===== src/polyline_arc_length_lookup_defines.svh =====
// assertion macros
`ifndef POLYLINE_ARC_LENGTH_LOOKUP_DEFINES_SVH
`define POLYLINE_ARC_LENGTH_LOOKUP_DEFINES_SVH
`define PAL_ASSERT(lbl, clk, rstn, prop, msg) \
    lbl: assert property (@(posedge clk) disable iff (!rstn) prop) else $error(msg);
`define PAL_ASSERT_RST(lbl, clk, prop, msg) \
    lbl: assert property (@(posedge clk) prop) else $error(msg);
`endif


===== src/pal_pkg.sv =====
`default_nettype none
package pal_pkg;
    localparam int DW = 40;
    localparam int LW = 39;
    localparam int VW = 18;
    localparam logic [1:0] OP_CLEAR  = 2'd0;
    localparam logic [1:0] OP_APPEND = 2'd1;
    localparam logic [1:0] OP_QUERY  = 2'd2;
    localparam logic [1:0] ST_OK    = 2'd0;
    localparam logic [1:0] ST_RANGE = 2'd1;
    localparam logic [1:0] ST_EMPTY = 2'd2;
    localparam logic CFG_CLOSED = 1'b0;
    localparam logic CFG_OFFSET = 1'b1;
    localparam logic signed [DW-1:0] DIST_LIMIT = 40'sd65536000000;
    localparam logic signed [DW-1:0] S40_MAX = 40'sh7FFFFFFFFF;
    localparam logic signed [DW-1:0] S40_MIN = -40'sh8000000000;

    typedef struct packed {
        logic clear;
        logic append;
        logic load;
        logic mod_step;
        logic srch_step;
        logic rd;
        logic mul;
        logic fin;
        logic [5:0] bit_idx;
    } cmd_t;

    typedef struct packed {
        logic empty;
        logic full;
        logic need_mod;
    } sts_t;
endpackage
`default_nettype wire


===== src/pal_ctrl.sv =====
`default_nettype none
`include "polyline_arc_length_lookup_defines.svh"
module pal_ctrl
    import pal_pkg::*;
#(
    parameter int AW = 6
) (
    input  wire logic aclk,
    input  wire logic aresetn,
    input  wire logic s_valid,
    output logic s_ready,
    input  wire logic [1:0] s_op,
    output logic m_valid,
    input  wire logic m_ready,
    input  wire sts_t sts,
    output cmd_t cmd
);
    typedef enum logic [6:0] {
        S_IDLE = 7'b0000001,
        S_MOD  = 7'b0000010,
        S_FIX  = 7'b0000100,
        S_PROBE = 7'b0001000,
        S_CMP  = 7'b0010000,
        S_MUL  = 7'b0100000,
        S_OUT  = 7'b1000000
    } state_t;
    state_t state_reg, state_next;
    logic [5:0] cnt_reg, cnt_next;
    logic m_valid_reg, m_valid_next;

    assign s_ready = (state_reg == S_IDLE) && !m_valid_reg;
    assign m_valid = m_valid_reg;

    always_comb begin
        state_next = state_reg;
        cnt_next = cnt_reg;
        m_valid_next = m_valid_reg && !m_ready;
        cmd = '0;
        case (state_reg)
            S_IDLE: begin
                if (s_valid && s_ready) begin
                    case (s_op)
                        OP_CLEAR: cmd.clear = 1'b1;
                        OP_APPEND: cmd.append = !sts.full;
                        OP_QUERY: begin
                            cmd.load = 1'b1;
                            if (sts.need_mod && !sts.empty) begin
                                cnt_next = 6'(DW - 1);
                                state_next = S_MOD;
                            end else begin
                                cnt_next = 6'(AW - 1);
                                state_next = S_PROBE;
                            end
                        end
                        default: ;
                    endcase
                end
            end
            S_MOD: begin
                cmd.mod_step = 1'b1;
                if (cnt_reg == '0) state_next = S_FIX;
                else cnt_next = cnt_reg - 1'b1;
            end
            S_FIX: begin
                cmd.fin = 1'b1;
                cnt_next = 6'(AW - 1);
                state_next = S_PROBE;
            end
            S_PROBE: begin
                cmd.srch_step = 1'b1;
                cmd.bit_idx = cnt_reg;
                state_next = S_CMP;
            end
            S_CMP: begin
                cmd.rd = 1'b1;
                if (cnt_reg == '0) state_next = S_MUL;
                else begin
                    cnt_next = cnt_reg - 1'b1;
                    state_next = S_PROBE;
                end
            end
            S_MUL: begin
                cmd.mul = 1'b1;
                state_next = S_OUT;
            end
            S_OUT: begin
                cmd.bit_idx = 6'd63;
                m_valid_next = 1'b1;
                state_next = S_IDLE;
            end
            default: state_next = S_IDLE;
        endcase
    end

    always_ff @(posedge aclk) begin
        if (!aresetn) begin
            state_reg <= S_IDLE;
            cnt_reg <= '0;
            m_valid_reg <= 1'b0;
        end else begin
            state_reg <= state_next;
            cnt_reg <= cnt_next;
            m_valid_reg <= m_valid_next;
        end
    end

    `PAL_ASSERT_RST(a_rst_idle, aclk, !aresetn |=> state_reg == S_IDLE, "not idle after reset")
    `PAL_ASSERT(a_onehot, aclk, aresetn, $onehot(state_reg), "state not one-hot")
    `PAL_ASSERT(a_out_hold, aclk, aresetn, (m_valid && !m_ready) |=> m_valid, "result dropped")
    `PAL_ASSERT(a_no_accept_busy, aclk, aresetn, m_valid |-> !s_ready, "accept while busy")
endmodule
`default_nettype wire


===== config.mk =====
export PLATFORM = sky130hd
export DESIGN_NAME = pal_ctrl
export DESIGN_NICKNAME = d
export VERILOG_FILES = /design/src/pal_pkg.sv /design/src/pal_ctrl.sv
export VERILOG_INCLUDE_DIRS = /design/src /design/src/src
export SDC_FILE = /design/constraint.sdc
export NUM_CORES = 1
export LEC_CHECK = 0
export BUFFER_PORTS_ARGS = -buffer_cell sky130_fd_sc_hd__buf_4
export CORE_MARGIN = 2
export CORE_UTILIZATION = 50
export CTS_CLUSTER_DIAMETER = 50
export DETAILED_ROUTE_END_ITERATION = 16
export GPL_TIMING_DRIVEN = 0
export PLACE_DENSITY = 0.76
export SLEW_MARGIN = 20
export SYNTH_ARGS = -nofsm -noshare
export SYNTH_HDL_FRONTEND = slang
export SYNTH_SLANG_ARGS = --single-unit

===== constraint.sdc =====
create_clock -name aclk -period 2.77 [get_ports aclk]
set_input_delay 0.277 -clock aclk [delete_from_list [all_inputs] [get_ports aclk]]
set_output_delay 0.277 -clock aclk [all_outputs]
set_load 0.005 [all_outputs]

==> results of run 1 <==
cells in the mapped netlist, types with 3 or more instances:
cell type,instances
a21o_1,6
a21oi_1,5
a221oi_1,3
and3_1,5
clkbuf_1,6
dfxtp_1,14
inv_1,4
nand2_1,11
nand2b_1,6
nand3b_1,3
nor2_1,13
nor3_1,7
nor4_1,3
layer usage:
metal | GRT usage | wire length, µm
met1 | 0.284 | 1090
met2 | 0.395 | 1160
met3 | 0.0226 | 75
met4 | 0.0649 | 4
met5 | 0 | 0
kinds of logic (layout without fill, tap and decap cells):
group / Yosys count / after routing / synth area share
adders and majority gates: 1 / 1 / 0.0131
xor gates and xnor gates: 3 / 3 / 0.0275
DFF: 14 / 14 / 0.293
and+or+nand+nor: 66 / 66 / 0.424
buffers and inverters: 11 / 39 / 0.0445
AOI/OAI and AO/OA: 27 / 27 / 0.198
path summary, 6_finish.rpt:
kind / end / startpoint
setup reg to reg: cnt_reg[5]$_SDFFE_PN0P_ / cnt_reg[0]$_SDFFE_PN0P_
hold / removal: state_reg[1]$_SDFFE_PN0P_ / sts[2]
setup / recovery: cmd[12] / state_reg[2]$_SDFFE_PN0P_
hold reg to reg: cnt_reg[1]$_SDFFE_PN0P_ / cnt_reg[1]$_SDFFE_PN0P_
metrics by stage:
| step | cell area, µm² | instances | util |
|---|---|---|---|
| 2_1_floorplan | 956 | 122 | - |
| 3_3_place_gp | 1170 | 171 | 0.662 |
| 3_5_place_dp | 1170 | 171 | 0.662 |
| 4_1_cts | 1200 | 175 | 0.682 |
| 5_1_grt | 1200 | 175 | 0.682 |
| 6_report | 1200 | 175 | 0.682 |
final cells by class:
cell class                 count  area, µm²
buffer                         7       27.5
clock buffer                   4       36.3
fill                         184        561
inverter                       4       15.0
multi-input combinational     97        633
sequential                    14        280
tap                           25       31.3
timing repair buffer          24        180
worst max-delay path, delay by kind of cell, from the launching register on:
family / cells / cell delay (ns)
DFF: 1 / 0.37
and+or+nand+nor: 5 / 1.33
buffers and inverters: 2 / 0.31
placed cells by master (no fill, tap or decap), types with 2 or more instances in the layout:
| cell type | count |
|---|---|
| clkbuf_4 | 3 |
| dfxtp_1 | 14 |
| and3_1 | 5 |
| nor4bb_1 | 2 |
| nor4b_1 | 2 |
| nand2b_1 | 6 |
| nand3b_1 | 3 |
| a21o_1 | 6 |
| o21a_1 | 2 |
| nor2_1 | 13 |
| a221oi_1 | 3 |
| nor2b_1 | 2 |
| xor2_1 | 2 |
| o22ai_1 | 2 |
| nor3_1 | 7 |
| nor4_1 | 3 |
| inv_1 | 4 |
| clkbuf_1 | 6 |
| nand4bb_1 | 2 |
| nand2_1 | 11 |
| buf_4 | 24 |
| or3_1 | 2 |
| a21oi_1 | 5 |
| o21ai_1 | 2 |
power by group through the flow:
| stage | clock network, W | registers, W | logic [W] |
|---|---|---|---|
| 6_report | 0.000151 | 0.000275 | 0.000597 |
| 5_1_grt | 0.000162 | 0.000280 | 0.000663 |
| 4_1_cts | 0.000157 | 0.000273 | 0.000596 |
| 3_5_place_dp | 0 | 0.000278 | 0.000593 |
| 3_3_place_gp | 0 | 0.000278 | 0.000578 |
| 2_1_floorplan | 0 | 0.000272 | 0.000449 |
==> flow_metrics.tcl, run 1 <==
set metrics [dict create \
    status "finished clean" \
    crit_path_max_incr_delay_ns 0.52 \
    crit_fanout 7 \
    clock-skew-final_ns 0.00324 \
    swShare 0.439 \
    clk_pin_slew_ns 0.09 \
    power_frac_seq 0.269 \
    drt_wl_total_um 2330 \
    synth_seq_cells 14 \
    ant_nets 0 \
    largest_reg_flops 7 \
    clockBufferDepth 2 \
    diodes 0 \
    tns_ns 0 \
    p_sw_w 0.000449 \
    critical_path_arrival_ns 2.30 \
    synth_area_um2 956 \
    combPwrFrac 0.584 \
    syn_inst 122 \
    cts_tree "built" \
    seq_area_frac_synth 0.293 \
    drt-pass1-iter-count 4 \
    crit_path_start_kind "flip-flop" \
    clk_latency_ns 0.28 \
    min_path_cells 4 \
    hold_violations 0 \
    power.leakage_nw 0.559 \
    die_h_um 47.7 \
    final_max_slew_viol_count 0 \
    avgSynthCellArea_um2 7.84 \
    gp_congestion 0.810 \
    synth_edf_count 0 \
    slew_headroom 0.612 \
    grt_pass1_wl_um 3620 \
    critPathSlowestCell "or4_1" \
    crit_required_ns 2.49 \
    cts_setup_buffers 0 \
    syn_nets 132 \
    first_global_vias 845 \
    setup-violations-final 0 \
    setup_ws_ns 0.194 \
    fin_crit_sh 0.930 \
    post-place-ws_ns 0.505 \
    crit_path_end_kind "primary output" \
    synth_top_area_frac 0.293 \
    yosysWarningCount 0 \
    antenna_found_initial 0 \
    portBuffers 24 \
    area_growth_pct 25.9 \
    track_usage 0.223 \
    grt_setup_unrepaired "false" \
    viasPerCell 5.70 \
    rrSetupSlack_ns 0.66 \
    total_power_w 0.00102 \
    drt_iter0_drc 22 \
    boundaryPins 25 \
    core_mm2 0.00176 \
    initial_core_util 0.542 \
    internal-power_w 0.000574 \
    critical_path_class "reg -> out" \
    cts-root-buf "clkbuf_4" \
    fin_crit_ns 2.58 \
    synth_cell_type_count 40 \
    vias 997 \
    dieArea_mm2 0.00228 \
    route.detailed.drc 0 \
    cts_made_buffers 3 \
    max_freq_ghz 0.388 \
    ir_worst_vdd_uv 471 \
    whs_ns 0.258 \
    worst_slew_pin_slew_ns 0.576 \
    detail_route.wl_per_cell_um 13.3 \
    overflow 0 \
    cts_sinks 14 \
    yosys.area.top_type "dfxtp_1" \
    die_x_um 47.7 \
    max_cap_viol_count 0 \
    ys.flop_type "dfxtp_1" \
    dp.final_hpwl_um 1820 \
    cts_hold_buffers 0 \
    post_cts_resized 0 \
    synthTopCellsByArea "dfxtp_1, nor2_1, a21o_1" \
    hold_class "in -> reg" \
    cp_cell_sequence "or4_1 -> buf_2 -> or3_4 -> nor2_2 -> nand3b_1 -> nor3b_2 -> buf_4" \
    grt_max_degree 11 \
    async_reset_ff_frac 0 \
    clockPowerShare 0.148 \
    h-tree-depth 1 \
    fin_nets 161 \
    rows 15 \
    power.density_mw_per_mm2 850 \
    layout-drive-gt1-share 0.227 \
    reg2regPathDepth 7 \
]
Power figures use the tool's default switching activity.
==> inputs of run 2 (changes only) <==
ABC_AREA = 1   (was not set)
==> flow_metrics.tcl, run 2 <==
set metrics [dict create \
    status "finished clean" \
    power.density_mw_per_mm2 861 \
    hold_class "in -> reg" \
    synthTopCellsByArea "dfxtp_1, nand2_1, inv_1" \
    seq_area_frac_synth 0.291 \
    min_path_cells 3 \
    die_h_um 47.9 \
    total_power_w 0.00104 \
    hold_violations 0 \
    fin_nets 185 \
    final_cell_mix "nand2_1, inv_1, buf_4, nor2_1, dfxtp_1" \
    core_mm2 0.00176 \
    synth.top_cells.by_count "nand2_1, inv_1, nor2_1" \
    drt-pass1-iter-count 4 \
    first_global_vias 840 \
    antenna_found_initial 0 \
    synth_edf_count 0 \
    avgSynthCellArea_um2 6.55 \
    async_reset_ff_frac 0 \
    grt_setup_unrepaired "false" \
    critical_path_arrival_ns 1.73 \
    cts_setup_buffers 0 \
    crit_required_ns 2.49 \
    setup-violations-final 0 \
    clock-skew-final_ns 0.00377 \
    layout-drive-gt1-share 0.264 \
    diodes 0 \
    gp_congestion 0.820 \
    route.detailed.drc 0 \
    portBuffers 23 \
    grt_max_degree 10 \
    overflow 0 \
    ir_worst_vdd_uv 500 \
    cts_made_buffers 3 \
    synth_top_area_frac 0.291 \
    setup_ws_ns 0.759 \
    area_growth_pct 24.9 \
    post_cts_resized 0 \
    tns_ns 0 \
    initial_core_util 0.546 \
    h-tree-depth 1 \
    drt_wl_total_um 2280 \
    fin_crit_ns 2.01 \
    yosysMostFrequentCell "nand2_1" \
    dieArea_mm2 0.00229 \
    final_max_slew_viol_count 0 \
    final_common_cell "nand2_1" \
    fin_crit_sh 0.726 \
    syn_nets 157 \
    boundaryPins 25 \
    cts_tree "built" \
    synth_seq_cells 14 \
    rows 15 \
    clk_pin_slew_ns 0.09 \
    dp.final_hpwl_um 1840 \
    drt_iter0_drc 18 \
    yosys.area.top_type "dfxtp_1" \
    power.leakage_nw 0.639 \
    crit_path_start_kind "flip-flop" \
    post-place-ws_ns 1.09 \
    vias 1028 \
    viasPerCell 5.17 \
    crit_fanout 9 \
    critical_path_class "reg -> out" \
    syn_inst 147 \
    synth_cell_type_count 22 \
    clockBufferDepth 2 \
    yosysWarningCount 0 \
    grt_pass1_wl_um 3510 \
    detail_route.wl_per_cell_um 11.5 \
    largest_reg_flops 7 \
    track_usage 0.217 \
    max_cap_viol_count 0 \
    clk_latency_ns 0.29 \
    die_x_um 47.9 \
    cts-root-buf "clkbuf_4" \
    max_freq_ghz 0.497 \
    ys.flop_type "dfxtp_1" \
    worst_slew_pin_slew_ns 0.548 \
    ant_nets 0 \
    cts_hold_buffers 0 \
    slew_headroom 0.633 \
    synth_area_um2 963 \
    crit_path_end_kind "primary output" \
    cts_sinks 14 \
    reg2regPathDepth 11 \
]
[run 2: cell count changes in the layout (fill, tap and decap cells not counted), sizes merged, moves of 8 or more]
cell   delta
nand2    +25
o21ai     +8
nor2     +13
inv      +26
[run 2: power by group]
| part | internal [W] | switching, W |
|---|---|---|
| sequential | 0.000243 | 0.0000415 |
| clock | 0.0000802 | 0.0000728 |
| combinational | 0.000217 | 0.000382 |
| total | 0.000540 | 0.000496 |
[run 2: through the flow]
step,hold WS (ns),utilization,cells,instance area [µm²]
after floorplan,0.440,-,147,963
after global placement,0.486,0.662,195,1170
after detailed placement,0.499,0.662,195,1170
after CTS,0.234,0.682,199,1200
after global routing,0.232,0.682,199,1200
final,0.225,0.682,199,1200
[run 2: area by class of cell]
type / instances / area, µm²
fill: 182 / 561
buffer: 1 / 11.3
tap: 25 / 31.3
inverter: 30 / 113
clock buffer: 4 / 36.3
timing repair buffer: 23 / 173
multi-input combinational: 102 / 559
sequential: 14 / 280
[run 2: worst max-delay path, cell delays in order, from the launching register on]
cell and delay (ns):
dfxtp_1 0.32, nor2_2 0.13, nand2_2 0.12, inv_2 0.11, nand4_1 0.30, o21ai_0 0.30, buf_4 0.15
[run 2: cells by family after synthesis]
family          Yosys count  synth area share
compound gates           17            0.0987
xor+xnor                  2            0.0182
fa+ha+maj                 1            0.0130
buf+inv                  31             0.129
flops                    14             0.291
simple gates             82             0.451
[run 2: path summary, 6_finish.rpt]
path	startpoint	endpoint	slack, ns
max	state_reg[6]$_SDFFE_PN0P_	cmd[5]	0.76
max reg2reg	cnt_reg[0]$_SDFFE_PN0P_	state_reg[1]$_SDFFE_PN0P_	1.16
min	aresetn	cnt_reg[1]$_SDFFE_PN0P_	0.23
min reg2reg	cnt_reg[3]$_SDFFE_PN0P_	cnt_reg[3]$_SDFFE_PN0P_	0.53
[run 2: metal layers]
metal	track usage	wire length, µm	vias to the layer above
li1	-	-	520
met1	0.261	955	478
met2	0.392	1190	27
met3	0.0340	111	3
met4	0.0649	25	0
met5	0	0	-
==> inputs of run 3 (changes only) <==
ABC_AREA = 0   (was 1)
clock period = 1.9 ns   (was 2.77 ns; I/O delays follow)
==> flow_metrics.tcl, run 3 (synthesis results as in run 1) <==
set metrics [dict create \
    dp.final_hpwl_um 1790 \
    total_power_w 0.00189 \
    fin_crit_ns 2.28 \
    drt_wl_total_um 2730 \
    core_mm2 0.00176 \
    largest_reg_flops 7 \
    power.leakage_nw 0.617 \
    boundaryPins 25 \
    h-tree-depth 1 \
    top_layer_used "met4" \
    diodes 0 \
    die_x_um 47.7 \
    antenna_found_initial 0 \
    num-fill-cells 134 \
    grt_pass1_wl_um 4110 \
    drt-pass1-iter-count 4 \
    track_usage 0.264 \
    viasPerCell 5.92 \
    rrSetupSlack_ns -0.18 \
    ant_nets 0 \
    grt_setup_unrepaired "true" \
    multiInputGateArea_um2 721 \
    rows 15 \
    clk_latency_ns 0.29 \
    hold_class "in -> reg" \
    violations "negative setup slack" \
    fin_crit_sh 1.20 \
    drt_iter0_drc 38 \
    fin_nets 167 \
    hold_violations 0 \
    wl_met3_um 183 \
    ir_worst_vdd_uv 989 \
    clockBufferDepth 2 \
    r2r_start "m_valid$_SDFF_PN0_" \
    hold_path_end "state_reg[1]$_SDFFE_PN0P_" \
    max_freq_ghz 0.438 \
    route.met2.wl_um 1370 \
    critical_path_class "reg -> out" \
    crit_cells 6 \
    clock-skew-final_ns 0.00238 \
    cts-root-buf "clkbuf_4" \
    dieArea_mm2 0.00228 \
    power.density_mw_per_mm2 1370 \
    status "finished, violations left" \
    crit_path_end_kind "primary output" \
    critPathTopFamily "simple AND/OR/NAND/NOR gates" \
    cts_sinks 14 \
    first_global_vias 958 \
    clk_pin_slew_ns 0.09 \
    worst_slew_pin_slew_ns 0.732 \
    min_path_cells 4 \
    final_core_util 0.782 \
    final_max_slew_viol_count 0 \
    cp_cell_sequence "or4_4 -> or3_4 -> nor2_4 -> nand3b_1 -> nor3b_2 -> buf_4" \
    route.detailed.drc 0 \
    crit_path_max_incr_delay_ns 0.52 \
    post-place-ws_ns -0.223 \
    whs_ns 0.163 \
    critical_path_arrival_ns 2.09 \
    crit_required_ns 1.71 \
    grt_max_degree 11 \
    crit_fanout 5 \
    met1_length_um 1130 \
    final_cell_mix "buf_4, nor2_1, nand2_1, dfxtp_1" \
    gp_congestion 0.810 \
    cts_hold_buffers 0 \
    setup_ws_ns -0.384 \
    portBuffers 24 \
    crit_path_start_kind "flip-flop" \
    detail_route.wl_per_cell_um 15.1 \
    slew_headroom 0.506 \
    area_growth_pct 44.4 \
    worst-path-buf-inv 1 \
    vias 1072 \
    overflow 0 \
    cts_made_buffers 3 \
    setup-violations-final 13 \
    cts_tree "built" \
    reg2regPathDepth 5 \
    min_from "sts[2]" \
    layout-drive-gt1-share 0.391 \
    r2r-end "cnt_reg[1]$_SDFFE_PN0P_" \
    final_common_cell "buf_4" \
    initial_core_util 0.542 \
    final-seq-area_um2 288 \
    critPathSlowestCell "or4_4" \
    max_cap_viol_count 0 \
    die_h_um 47.7 \
]
==> run 3: how the worst max path moves through the flow <==
stage,startpoint,endpoint
2_1_floorplan,state_reg[5]$_SDFFE_PN0P_,cmd[12]
3_3_place_gp,cnt_reg[0]$_SDFFE_PN0P_,state_reg[3]$_SDFFE_PN0P_
3_5_place_dp,state_reg[5]$_SDFFE_PN0P_,cmd[12]
4_1_cts,state_reg[5]$_SDFFE_PN0P_,cmd[12]
5_1_grt,state_reg[5]$_SDFFE_PN0P_,cmd[12]
6_report,state_reg[5]$_SDFFE_PN0P_,cmd[12]
==> run 3: worst min-delay path, stage by stage <==
cell	delay [ns]
buf_4	0.08
nor2b_1	0.04
nand2_1	0.06
a21oi_1	0.05
==> run 3: metal layers <==
layer,GRT usage,vias to the layer above
met1,0.332,498
met3,0.0453,7
met5,0,-
met2,0.451,48
met4,0.0973,0
li1,-,519
==> run 3: repair_timing <==
item                                    in CTS  in global routing
resized for setup                           22                 12
setup buffers                               10                  3
pin swaps                                   10                  6
endpoints found under the setup margin      24                 27
==> run 3: per-stage QoR <==
step | setup TNS (ns) | std cells | instance area [µm²]
after global routing | -3.54 | 181 | 1380
final | -1.90 | 181 | 1380
after detailed placement | -2.47 | 171 | 1180
after global placement | -2.01 | 171 | 1180
after floorplan | -0.0533 | 122 | 968
after CTS | -2.36 | 180 | 1350
==> run 3: where the power goes <==
| group | switching [W] | internal, W |
|---|---|---|
| clock | 0.000102 | 0.000117 |
| sequential | 0.000102 | 0.000355 |
| combinational | 0.000580 | 0.000637 |
| total | 0.000784 | 0.00111 |
==> run 3: cell type report <==
cell class,count,area share
multi-input cells,97,0.522
flip-flops and latches,14,0.209
repair buffers,34,0.193
clock buffers,4,0.0263
well taps,25,0.0227
plain buffers,3,0.0163
inverters,4,0.0109
